==> config.mk <==
export PLATFORM = sky130hd
export DESIGN_NAME = bcde_front
export DESIGN_NICKNAME = d
export VERILOG_FILES = /design/src/rtl/bitmap_canvas_draw_engine_defines.svh /design/src/rtl/bcde_pkg.sv /design/src/rtl/bcde_front.sv
export SDC_FILE = /design/constraint.sdc
export NUM_CORES = 1
export LEC_CHECK = 0
export BUFFER_PORTS_ARGS = -buffer_cell sky130_fd_sc_hd__buf_2
export CAP_MARGIN = 20
export CORE_MARGIN = 2
export CORE_UTILIZATION = 56
export CTS_BUF_LIST = sky130_fd_sc_hd__clkbuf_4 sky130_fd_sc_hd__clkbuf_8 sky130_fd_sc_hd__clkbuf_16
export CTS_CLUSTER_DIAMETER = 100
export DETAILED_ROUTE_END_ITERATION = 6
export PLACE_DENSITY = 0.9
export SLEW_MARGIN = 20
export SYNTH_ARGS = -nofsm -noshare
export SYNTH_HDL_FRONTEND = slang
export SYNTH_SLANG_ARGS = --single-unit
==> constraint.sdc <==
create_clock -name aclk -period 9.05 [get_ports aclk]
set_input_delay 0.4525 -clock aclk [delete_from_list [all_inputs] [get_ports aclk]]
set_output_delay 0.4525 -clock aclk [all_outputs]
set_load 0.01 [all_outputs]
==> src/rtl/bitmap_canvas_draw_engine_defines.svh <==
// assertion helpers
`ifndef BITMAP_CANVAS_DRAW_ENGINE_DEFINES_SVH
`define BITMAP_CANVAS_DRAW_ENGINE_DEFINES_SVH
`ifndef SYNTHESIS
`define BCDE_ASSERT_NEXT(label, clk, rst_n, ante, cons) \
    label: assert property (@(posedge clk) disable iff (!(rst_n)) (ante) |=> (cons)) \
        else $error("assertion failed");
`define BCDE_ASSERT_ALWAYS_NEXT(label, clk, ante, cons) \
    label: assert property (@(posedge clk) (ante) |=> (cons)) \
        else $error("assertion failed");
`else
`define BCDE_ASSERT_NEXT(label, clk, rst_n, ante, cons)
`define BCDE_ASSERT_ALWAYS_NEXT(label, clk, ante, cons)
`endif
`endif

==> src/rtl/bcde_pkg.sv <==
package bcde_pkg;
    localparam int COORD_W = 10;
    localparam int RAD_W   = 6;
    localparam int DIM_W   = 7;
    localparam int QDEPTH  = 2;

    localparam logic [2:0] OP_CLEAR_ALL = 3'd0;
    localparam logic [2:0] OP_SET       = 3'd1;
    localparam logic [2:0] OP_CLEAR     = 3'd2;
    localparam logic [2:0] OP_READ      = 3'd3;
    localparam logic [2:0] OP_ROW_FILL  = 3'd4;
    localparam logic [2:0] OP_COL_FILL  = 3'd5;
    localparam logic [2:0] OP_DISC      = 3'd6;
    localparam logic [2:0] OP_SEGMENT   = 3'd7;

    localparam logic [7:0] PIX_CLEARED = 8'd255;
    localparam logic [7:0] PIX_SET     = 8'd1;
    localparam logic [7:0] PIX_OFF     = 8'd0;

    typedef logic signed [11:0] coord_t;

    typedef struct packed {
        logic [2:0]                op;
        logic signed [COORD_W-1:0] x0;
        logic signed [COORD_W-1:0] y0;
        logic signed [COORD_W-1:0] x1;
        logic signed [COORD_W-1:0] y1;
        logic [RAD_W-1:0]          radius;
        logic                      err;
    } cmd_t;

    typedef struct packed {
        logic valid;
        cmd_t cmd;
    } q_head_t;

    typedef struct packed {
        logic [DIM_W-1:0] uw;
        logic [DIM_W-1:0] uh;
    } dims_t;

    function automatic coord_t ext12(input logic signed [COORD_W-1:0] v);
        return {{(12-COORD_W){v[COORD_W-1]}}, v};
    endfunction
endpackage

==> src/rtl/bcde_front.sv <==
module bcde_front (
    input  logic                               aclk,
    input  logic                               aresetn,
    input  logic                               s_valid,
    output logic                               s_ready,
    input  logic [2:0]                         s_op,
    input  logic signed [bcde_pkg::COORD_W-1:0] s_x0,
    input  logic signed [bcde_pkg::COORD_W-1:0] s_y0,
    input  logic signed [bcde_pkg::COORD_W-1:0] s_x1,
    input  logic signed [bcde_pkg::COORD_W-1:0] s_y1,
    input  logic [bcde_pkg::RAD_W-1:0]         s_radius,
    input  bcde_pkg::dims_t                    dims,
    output bcde_pkg::q_head_t                  head,
    input  logic                               pop
);
    import bcde_pkg::*;

    localparam int PW = (QDEPTH > 1) ? $clog2(QDEPTH) : 1;
    localparam int CNTW = $clog2(QDEPTH + 1);

    cmd_t            cmd_in;
    cmd_t            q_mem [QDEPTH];
    logic [PW-1:0]   wr_ptr_reg, rd_ptr_reg;
    logic [CNTW-1:0] cnt_reg;
    logic            push;
    logic signed [11:0] x0e, y0e, uws, uhs;
    logic            x_ok, y_ok;

    always_comb begin
        x0e  = ext12(s_x0);
        y0e  = ext12(s_y0);
        uws  = {5'b0, dims.uw};
        uhs  = {5'b0, dims.uh};
        x_ok = (x0e >= 0) && (x0e < uws);
        y_ok = (y0e >= 0) && (y0e < uhs);
        cmd_in.op     = s_op;
        cmd_in.x0     = s_x0;
        cmd_in.y0     = s_y0;
        cmd_in.x1     = s_x1;
        cmd_in.y1     = s_y1;
        cmd_in.radius = s_radius;
        case (s_op)
            OP_SET, OP_CLEAR, OP_READ: cmd_in.err = !(x_ok && y_ok);
            OP_ROW_FILL: cmd_in.err = !y_ok || (dims.uw == '0);
            OP_COL_FILL: cmd_in.err = !x_ok || (dims.uh == '0);
            default: cmd_in.err = 1'b0;
        endcase
    end

    assign s_ready    = (cnt_reg != CNTW'(QDEPTH));
    assign push       = s_valid && s_ready;
    assign head.valid = (cnt_reg != '0);
    assign head.cmd   = q_mem[rd_ptr_reg];

    always_ff @(posedge aclk) begin
        if (push) begin
            q_mem[wr_ptr_reg] <= cmd_in;
        end
    end

    always_ff @(posedge aclk) begin
        if (!aresetn) begin
            wr_ptr_reg <= '0;
            rd_ptr_reg <= '0;
            cnt_reg    <= '0;
        end else begin
            if (push) begin
                wr_ptr_reg <= (wr_ptr_reg == PW'(QDEPTH - 1)) ? '0 : wr_ptr_reg + 1'b1;
            end
            if (pop) begin
                rd_ptr_reg <= (rd_ptr_reg == PW'(QDEPTH - 1)) ? '0 : rd_ptr_reg + 1'b1;
            end
            cnt_reg <= cnt_reg + CNTW'(push) - CNTW'(pop);
        end
    end
endmodule

* Word-level counts from Yosys, hierarchy flattened
Memories as Yosys holds them, arrays and structs flattened. A register that Yosys moved wholly into a read port is not among the register bits. Cells that the tools add are included.
Word-level totals: memories kept 1, input bits 67, logic and storage cells 38, bits in writable memories 100, output and inout port bits 52, register bits after elaboration 4
Operators by class: muxes and demuxes 7, equality and inequality tests 6, add/sub/neg operators 4, reduce and logical (&&, ||, !) cells 13, magnitude comparators 4
Memories:
- q_mem | depth 2, width 50, read ports 1, clocked after memory_dff 1, write ports 1, line bcde_front.sv:22 | cmd_t q_mem [QDEPTH];
Operators by type and width (count):
- 10-bit by 1-bit greater-or-equal comparator with 1-bit output, second input constant | 2
- 10-bit by 8-bit less-than comparator with 1-bit output | 2
- 7-bit logical NOT | 2
- 3-bit by 2-bit == test with 1-bit output, second input constant | 2
- 3-bit == test, second input constant | 2
- 1-bit two-way mux | 6
- 1-bit logical AND | 4
- 3-bit by 1-bit == test with 1-bit output, second input constant | 1
- 1-bit logical NOT | 3
- 1-bit case mux with 3 select lines | 1
- 3-bit OR reduction | 1
- 1-bit adder, second input constant | 2
- 2-bit by 1-bit adder with 2-bit output | 1
- 1-bit logical OR | 2
- 2-bit inequality test, second input constant | 1
- 2-bit nonzero test | 1
- 2-bit by 1-bit subtractor with 2-bit output | 1

* Depth between registers and ports, before layout
Gate-level depths: netlist of run 1.
word-level depth 5, depth in mapped cells 7, depth with buffers taken out 7

* Worst setup path before layout of run 1
Ideal clock, no wire load.
kind reg-to-reg, start point register cnt_reg[0], end point memory q_mem[0][0] (netlist bit) (enable), cell stages (with the launch flop) 4, period minus slack after synthesis 3194 ps, data arrival time 2735 ps, slack 5856 ps, setup time 459 ps, buffers on the path 0, required time 8591 ps, path through dfxtp_1 nand2b_1 nand2_1 nor2_1
Between the ends: longest elaborated chain between the ends 4
RTL lines:
- start, declared | line bcde_front.sv:24 | logic [CNTW-1:0] cnt_reg;
- start signal, assigned | line bcde_front.sv:73 | cnt_reg <= cnt_reg + CNTW'(push) - CNTW'(pop);
- 2-bit inequality test | line bcde_front.sv:50 | assign s_ready = (cnt_reg != CNTW'(QDEPTH));
- via s_ready | line bcde_front.sv:5 | output logic s_ready,
- 1-bit logical AND | line bcde_front.sv:51 | assign push = s_valid && s_ready;
- 1-bit two-way mux | line bcde_front.sv:56 | if (push) begin
- 1-bit two-way mux (not written as such) | line bcde_front.sv:57 | q_mem[wr_ptr_reg] <= cmd_in;
- end, declared | line bcde_front.sv:22
The timed path passes the listed nets, and every way through them passes these cells.

==> flow_metrics.tcl, run 1 <==
set metrics [dict create \
    cap_violations 0 \
    syn_area_mm2 0.00422 \
    synthArstFlopShare_pct 0 \
    wire_per_inst_um 16.5 \
    avgSynthCellArea_um2 18.1 \
    antenna_found_initial 0 \
    cts_buffers 9 \
    crit_slowest_cell "dfxtp_4" \
    htree_levels 3 \
    tns_ps 0 \
    clkLatencyLatePin_ps 360 \
    cp.arrival_ps 1740 \
    area_delta_synth_final_pct 21.3 \
    powerDensity_mw_per_mm2 215 \
    drt_iter0_drc 120 \
    antenna_cells 0 \
    crit_required_ps 8600 \
    ys.flop_type "edfxtp_1" \
    dp.cells 446 \
    pre_cts_slack_ps 7060 \
    max_freq_mhz 455 \
    maxSlewHeadroom_pct 55.2 \
    placed_cell_area_mm2 0.00494 \
    std_cell_rows 31 \
    synthDistinctLibCells 29 \
    hold_viol 0 \
    synth_edf_count 100 \
    crit_buf_inv 1 \
    setup_viol 0 \
    setup_ws_ps 6850 \
    grt_pass1_wl_um 11900 \
    p_leak_uw 0.00201 \
    grt_max_degree 52 \
    clock-sinks 105 \
    die_h_um 90.8 \
    layout-drive-gt1-share_pct 53.4 \
    path_cells "mux2_2, buf_2" \
    grt_pass1_vias 2458 \
    cts-root-buf "clkbuf_8" \
    routed_wl_um 7610 \
    drcViolationCount 0 \
    drv_slew 0 \
    yosysWarningCount 0 \
    dp_hpwl_um 5280 \
    worst_path_largest_cell_delay_ps 790 \
    cp_max_fo 50 \
    nets 439 \
    vias 2446 \
    worst-setup-path-type "register to primary output" \
    end_kind "primary output" \
    fin_skew_ps 6.45 \
    start_util_pct 57.9 \
    postCtsSetupBuffers 0 \
    stdcell_count 462 \
    period_needed_ps 2200 \
    die_area_mm2 0.00825 \
    die_w_um 90.8 \
    port_buffers 118 \
    grt-ovfl-total 0 \
    first_pass_iters 5 \
    cts_hold_buf 0 \
    status "finished clean" \
    synth_nets 314 \
    clkTransAtPathRegs_ps 100 \
    grtUsageTotal_pct 18.8 \
    core_mm2 0.00729 \
    ys_ff_latch 105 \
    crit_family "flip-flops" \
    io_pins 119 \
    syn_inst 233 \
    cts_resized 0 \
    cts_tree "yes" \
    startpoint_type "register" \
    rsz0062_at_grt "no" \
    vias_per_cell 5.29 \
    ant_nets 0 \
    largest_register_ffs 100 \
    stdcell_area_mm2 0.00512 \
    ir_drop_mv 0.124 \
    fin_crit_sh_pct 24.3 \
    worst_pin_slew_ps 671 \
    hp-class "input pin to register" \
    gp_congestion 0.759 \
    synth_seq_area_share_pct 73.5 \
    clockBufferDepth 2 \
]
-- per-layer routing --
metal / global-route usage [%] / wire length [um] / vias up / share of wire, %
met1: 23.7 / 3080 / 1195 / 40
li1: - / - / 1142 / -
met5: 0 / 0 / - / 0
met4: 6.31 / 78 / 0 / 1.0
met3: 5.51 / 585 / 7 / 7.7
met2: 31.5 / 3870 / 102 / 51
-- cell usage after synthesis (all sizes together) (2+ instances only) --
library cell	instances	share of area, %
nor2	4	0.41
buf	5	0.59
a21oi	3	0.36
dfxtp	5	2.4
xnor2	3	0.62
mux2	50	13
ha	14	4.1
o2111ai	2	0.41
nand2b	3	0.44
nand4	2	0.30
nor4	5	0.74
edfxtp	100	71
inv	15	1.3
nand2	3	0.27
and2	5	0.74
o21a	2	0.36
-- worst paths after layout --
kind,startpoint,endpoint,slack [ps],cells after the start
hold reg to reg,rd_ptr_reg,rd_ptr_reg,590,2
setup / recovery,register,head[49],6850,2
hold / removal,s_y1[9],q_mem[0][16],280,1
setup reg to reg,cnt_reg[0],q_mem[0][11],7380,4
-- worst reg2reg max path, delay by kind of cell, from the launching register on --
kind,cells,cell delay [ps]
buffers and inverters,1,540
flip-flops,1,360
AND/OR/NAND/NOR,3,380
-- cells by family (layout without fill, tap and decap cells) --
kind of cell | count (synthesis) | in the layout | share of synthesized area, %
compound gates | 13 | 13 | 2.49
xor+xnor | 4 | 4 | 0.830
fa+ha+maj | 14 | 14 | 4.15
buf+inv | 21 | 151 | 2.01
flops | 105 | 105 | 73.5
mux | 51 | 51 | 13.6
simple gates | 25 | 25 | 3.47
-- per-stage QoR --
step / power, uW / util [%] / hold WS (ps)
5_1_grt: 1150 / 70.2 / 251
2_1_floorplan: 762 / - / 542
6_report: 1100 / 70.2 / 276
4_1_cts: 1110 / 70.2 / 259
3_5_place_dp: 851 / 67.7 / 577
3_3_place_gp: 841 / 67.7 / 561
-- cell type report --
cell class / count / area, um^2
well taps: 99 / 124
multi-input cells: 107 / 1040
clock buffers: 9 / 124
repair buffers: 120 / 606
clock inverters: 7 / 61.3
fillers: 513 / 2170
inverters: 15 / 56.3
flip-flops and latches: 105 / 3110
-- layout by cell type, fill, tap and decap left out, types with 3 or more instances in the layout --
cell,n
buf_2,118
edfxtp_1,100
mux2_2,50
inv_1,15
ha_1,14
clkbuf_8,9
nor4_1,5
and2_1,5
dfxtp_1,4
nand2b_1,3
nand2_1,3
a21oi_1,3
xnor2_1,3
-- report_power, final --
| part | switching, uW | internal (uW) | total [uW] |
|---|---|---|---|
| clock | 160 | 105 | 264 |
| combinational | 109 | 94.7 | 203 |
| sequential | 24.5 | 608 | 633 |
| total | 293 | 808 | 1100 |
Note: power is estimated with default switching activity, not from simulation.
==> inputs of run 2 (changes only) <==
CORE_UTILIZATION = 52   (was 56)
PLACE_DENSITY = 0.85   (was 0.9)
clock period = 2.2 ns   (was 9.05 ns; I/O delays follow)
==> flow_metrics.tcl, run 2 (same netlist as run 1, synthesis figures left out) <==
set metrics [dict create \
    cts_tree "yes" \
    final_cell_mix "buf_2, edfxtp_1, mux2_2" \
    die_h_um 94.1 \
    die_area_mm2 0.00886 \
    end_kind "register" \
    vias_per_cell 5.03 \
    clkLatencyLatePin_ps 360 \
    grt_max_degree 52 \
    startpoint_type "input pin" \
    hold_viol 0 \
    die_w_um 94.1 \
    htree_levels 3 \
    layout-drive-gt1-share_pct 47.1 \
    rsz0062_at_grt "no" \
    wl_met3_um 454 \
    drv_slew 0 \
    worst_path_largest_cell_delay_ps 530 \
    nets 490 \
    dr.max_layer_used "met4" \
    worst_pin_slew_ps 373 \
    dp_hpwl_um 5070 \
    powerDensity_mw_per_mm2 829 \
    cp.arrival_ps 1860 \
    crit_slowest_cell "dlygate4sd3_1" \
    wl_met1_um 3430 \
    routed_wl_um 8280 \
    fin_crit_sh_pct 80.7 \
    clock-sinks 105 \
    ant_nets 0 \
    drt_iter0_drc 57 \
    rr_worst_depth 7 \
    largest_register_ffs 100 \
    status "finished clean" \
    tns_ps 0 \
    reg2reg_to "cnt_reg[1]" \
    std_cell_rows 32 \
    io_pins 119 \
    clockBufferDepth 2 \
    drcViolationCount 0 \
    total_power_uw 4690 \
    layout_commonest_cell "buf_2" \
    grt-ovfl-total 0 \
    grt_pass1_vias 2628 \
    dr_wl_met2_um 4250 \
    p_leak_uw 0.00224 \
    holdWs_ps 31.3 \
    fin_skew_ps 7.71 \
    start_util_pct 54.1 \
    min-delay-start "s_op[0]" \
    regArea_mm2 0.00310 \
    area_delta_synth_final_pct 34.1 \
    maxSlewHeadroom_pct 75.2 \
    port_buffers 118 \
    fillCellCount 499 \
    clkTransAtPathRegs_ps 90 \
    worst-setup-path-type "input pin to register" \
    first_pass_iters 4 \
    cts-root-buf "clkbuf_8" \
    cp_max_fo 3 \
    cts_buffers 9 \
    gp_congestion 0.738 \
    postCtsSetupBuffers 0 \
    hp-class "input pin to register" \
    grt_pass1_wl_um 12600 \
    period_needed_ps 1780 \
    ir_drop_mv 0.437 \
    timing.rr.start "cnt_reg[0]" \
    cap_violations 0 \
    path_cells "dlygate4sd3_1, buf_2, ha_1, or4_4, nor2_2, o221ai_2, o211ai_2, o2111ai_1" \
    vias 2594 \
    crit_required_ps 2280 \
    multi_input_area_mm2 0.00104 \
    setup_viol 0 \
    antenna_cells 0 \
    wire_per_inst_um 16.0 \
    core_mm2 0.00781 \
    worst_hold_path.num_cells 1 \
    r2r_slack_ps 720 \
    antenna_found_initial 0 \
    hold_path_end "q_mem[0][47]" \
    grtUsageTotal_pct 19.2 \
    max_freq_mhz 563 \
]
run 2: what timing repair did:
action                    CTS  global route
hold buffers               49             0
gates resized for setup     0             0
hold endpoints to repair   99             0
run 2: how the worst max path moves through the flow:
stage	from	to	slack, ps	cells after the start
finish	s_y0[6]	q_mem[0][0]	420	8
CTS	s_y0[6]	q_mem[1][0]	440	8
floorplan	cnt_reg[0]	q_mem[1][0]	20	2
global placement	s_y0[6]	q_mem[0][0]	660	7
detailed placement	s_y0[6]	q_mem[0][0]	600	7
global route	s_x0[3]	q_mem[1][0]	320	7
run 2: power breakdown:
part / total, uW / switching [uW] / internal, uW
clock: 1150 / 602 / 551
sequential: 2560 / 63.6 / 2500
combinational: 978 / 507 / 471
run 2: routing by layer:
| metal | up-vias | GRT usage [%] |
|---|---|---|
| met1 | 1248 | 23.0 |
| met4 | 0 | 8.33 |
| met3 | 13 | 4.25 |
| met5 | - | 0 |
| met2 | 85 | 33.5 |
| li1 | 1248 | - |
run 2: cell type report:
type                            count  area share [%]
Sequential cell                   105            54.8
Timing Repair Buffer              171            20.1
Multi-Input combinational cell    107            18.4
Clock buffer                       11            2.45
Tap cell                          102            2.25
Inverter                           15           0.994
Clock inverter                      5           0.972
run 2: metrics by stage:
step	setup WS, ps	area, um^2	std cells	util, %
floorplan	15.9	4230	233	-
global placement	663	4980	451	63.7
detailed placement	601	4980	451	63.7
global route	325	5660	516	72.5
finish	424	5660	516	72.5
CTS	437	5660	516	72.5
run 2: worst max-delay path: cells and delay by family:
family | cells | cell delay, ps
compound gates | 3 | 340
fa+ha+maj | 1 | 190
simple gates | 2 | 550
buf+inv | 2 | 670
==> inputs of run 3 (changes only) <==
clock period = 1.7 ns   (was 2.2 ns; I/O delays follow)
==> flow_metrics.tcl, run 3 (same netlist as run 1, synthesis figures left out) <==
set metrics [dict create \
    area_delta_synth_final_pct 35.6 \
    wire_per_inst_um 16.1 \
    core_mm2 0.00781 \
    status "finished clean" \
    clock-sinks 105 \
    nets 493 \
    die_h_um 94.1 \
    final_cell_mix "buf_2, edfxtp_1, mux2_2, dlygate4sd3_1, inv_1" \
    gp_congestion 0.769 \
    largest_register_ffs 100 \
    p_leak_uw 0.00226 \
    rr_worst_depth 7 \
    crit_required_ps 1790 \
    cap_violations 0 \
    antenna_cells 0 \
    fillCellCount 512 \
    cts_buffers 9 \
    drv_slew 0 \
    grt_max_degree 31 \
    fin_skew_ps 9.03 \
    setup_ws_ps 55.0 \
    max_freq_mhz 608 \
    htree_levels 3 \
    dp.cells 453 \
    worst_pin_slew_ps 453 \
    cp_max_fo 3 \
    cts_tree "yes" \
    powerDensity_mw_per_mm2 1060 \
    path_cells "dlygate4sd3_1, buf_2, or4_4, nor2_4, o221ai_2, o211ai_2, o2111ai_2" \
    worst_hold_path.num_cells 3 \
    hp-class "input pin to register" \
    grt-ovfl-total 0 \
    start_util_pct 54.1 \
    startpoint_type "input pin" \
    maxSlewHeadroom_pct 69.5 \
    reg2reg_to "cnt_reg[1]" \
    postCtsSetupBuffers 0 \
    drt_iter0_drc 95 \
    r2r_slack_ps 320 \
    vias_per_cell 5.07 \
    grt_pass1_wl_um 13000 \
    dp_hpwl_um 5430 \
    layout_commonest_cell "buf_2" \
    setup_viol 0 \
    min-delay-start "pop" \
    port_buffers 118 \
    crit_buf_inv 2 \
    vias 2630 \
    routed_wl_um 8360 \
    hold_viol 0 \
    drcViolationCount 0 \
    ant_nets 0 \
    cp.arrival_ps 1740 \
    antenna_found_initial 0 \
    die_w_um 94.1 \
    tns_ps 0 \
    timing.rr.start "cnt_reg[0]" \
    std_cell_rows 32 \
    stdcell_count 519 \
    ir_drop_mv 0.530 \
    clockBufferDepth 2 \
    grt_pass1_vias 2745 \
    io_pins 119 \
    cts-root-buf "clkbuf_8" \
    rsz0062_at_grt "no" \
    worst-setup-path-type "input pin to register" \
    grtUsageTotal_pct 19.8 \
    fin_crit_sh_pct 96.8 \
    layout-drive-gt1-share_pct 48.2 \
    first_pass_iters 4 \
    end_kind "register" \
    crit_slowest_cell "or4_4" \
    period_needed_ps 1640 \
    die_area_mm2 0.00886 \
    pre_cts_slack_ps 34.0 \
    clkTransAtPathRegs_ps 100 \
    worst_path_largest_cell_delay_ps 550 \
    clkLatencyLatePin_ps 360 \
    crit_family "buffers and inverters" \
]
==> run 3: changes by cell type in the layout (fill, tap and decap cells not counted), sizes merged <==
cell | before | now
clkbuf | 11 | 9
buf | 122 | 124
inv | 16 | 19
bufinv | 1 | 0
dlygate4sd3 | 49 | 50
==> run 3: tightest hold or removal path, cell delays in order <==
cell	delay (ps)
buf_2	100
xor2_1	70
and2_1	150
==> run 3: what timing repair did <==
action,in CTS,in global routing
endpoints found under the hold margin,103,0
hold buffers,50,0
gates resized for setup,0,4
setup endpoints to repair,0,2
==> run 3: how the worst max path moves through the flow <==
stage / slack, ps / start / cells past startpoint / endpoint
after floorplan: 2 / cnt_reg[0] / 3 / q_mem[0][0]
after global placement: 190 / s_y0[6] / 7 / q_mem[0][0]
after detailed placement: 30 / s_x0[3] / 6 / q_mem[0][0]
after CTS: 30 / s_y0[7] / 7 / q_mem[1][0]
after global routing: 4 / register / 3 / head[33]
final: 60 / s_y0[8] / 7 / q_mem[1][0]
==> run 3: per-layer routing <==
layer,vias to the layer above,wire [um],global-route usage [%]
met4,0,141,7.61
met3,10,497,3.93
met5,-,0,0
met2,113,4340,35.2
li1,1253,-,-
met1,1254,3390,23.7
==> run 3: per-stage QoR <==
step                      util, %  power (uW)  hold WS [ps]  area [um^2]
after floorplan                 -        4080           184         4250
after detailed placement     64.5        4630           277         5030
after CTS                    73.1        6100          61.7         5710
after global placement       64.5        4580           273         5030
after global routing         73.4        6340          87.7         5730
final                        73.4        6050          83.0         5730
==> run 3: power breakdown <==
group / total [uW] / internal, uW / switching [uW]
clock network: 1390 / 549 / 842
logic: 1330 / 654 / 673
registers: 3330 / 3240 / 94.3
total: 6050 / 4440 / 1610
==> run 3: area by class of cell <==
class / instances / area [um^2] / area share (%)
clock buffer: 9 / 124 / 2.16
multi-input combinational: 107 / 1080 / 18.8
clock inverter: 7 / 52.6 / 0.917
tap: 102 / 128 / 2.23
timing repair buffer: 174 / 1190 / 20.7
sequential: 105 / 3110 / 54.2
inverter: 15 / 56.3 / 0.983
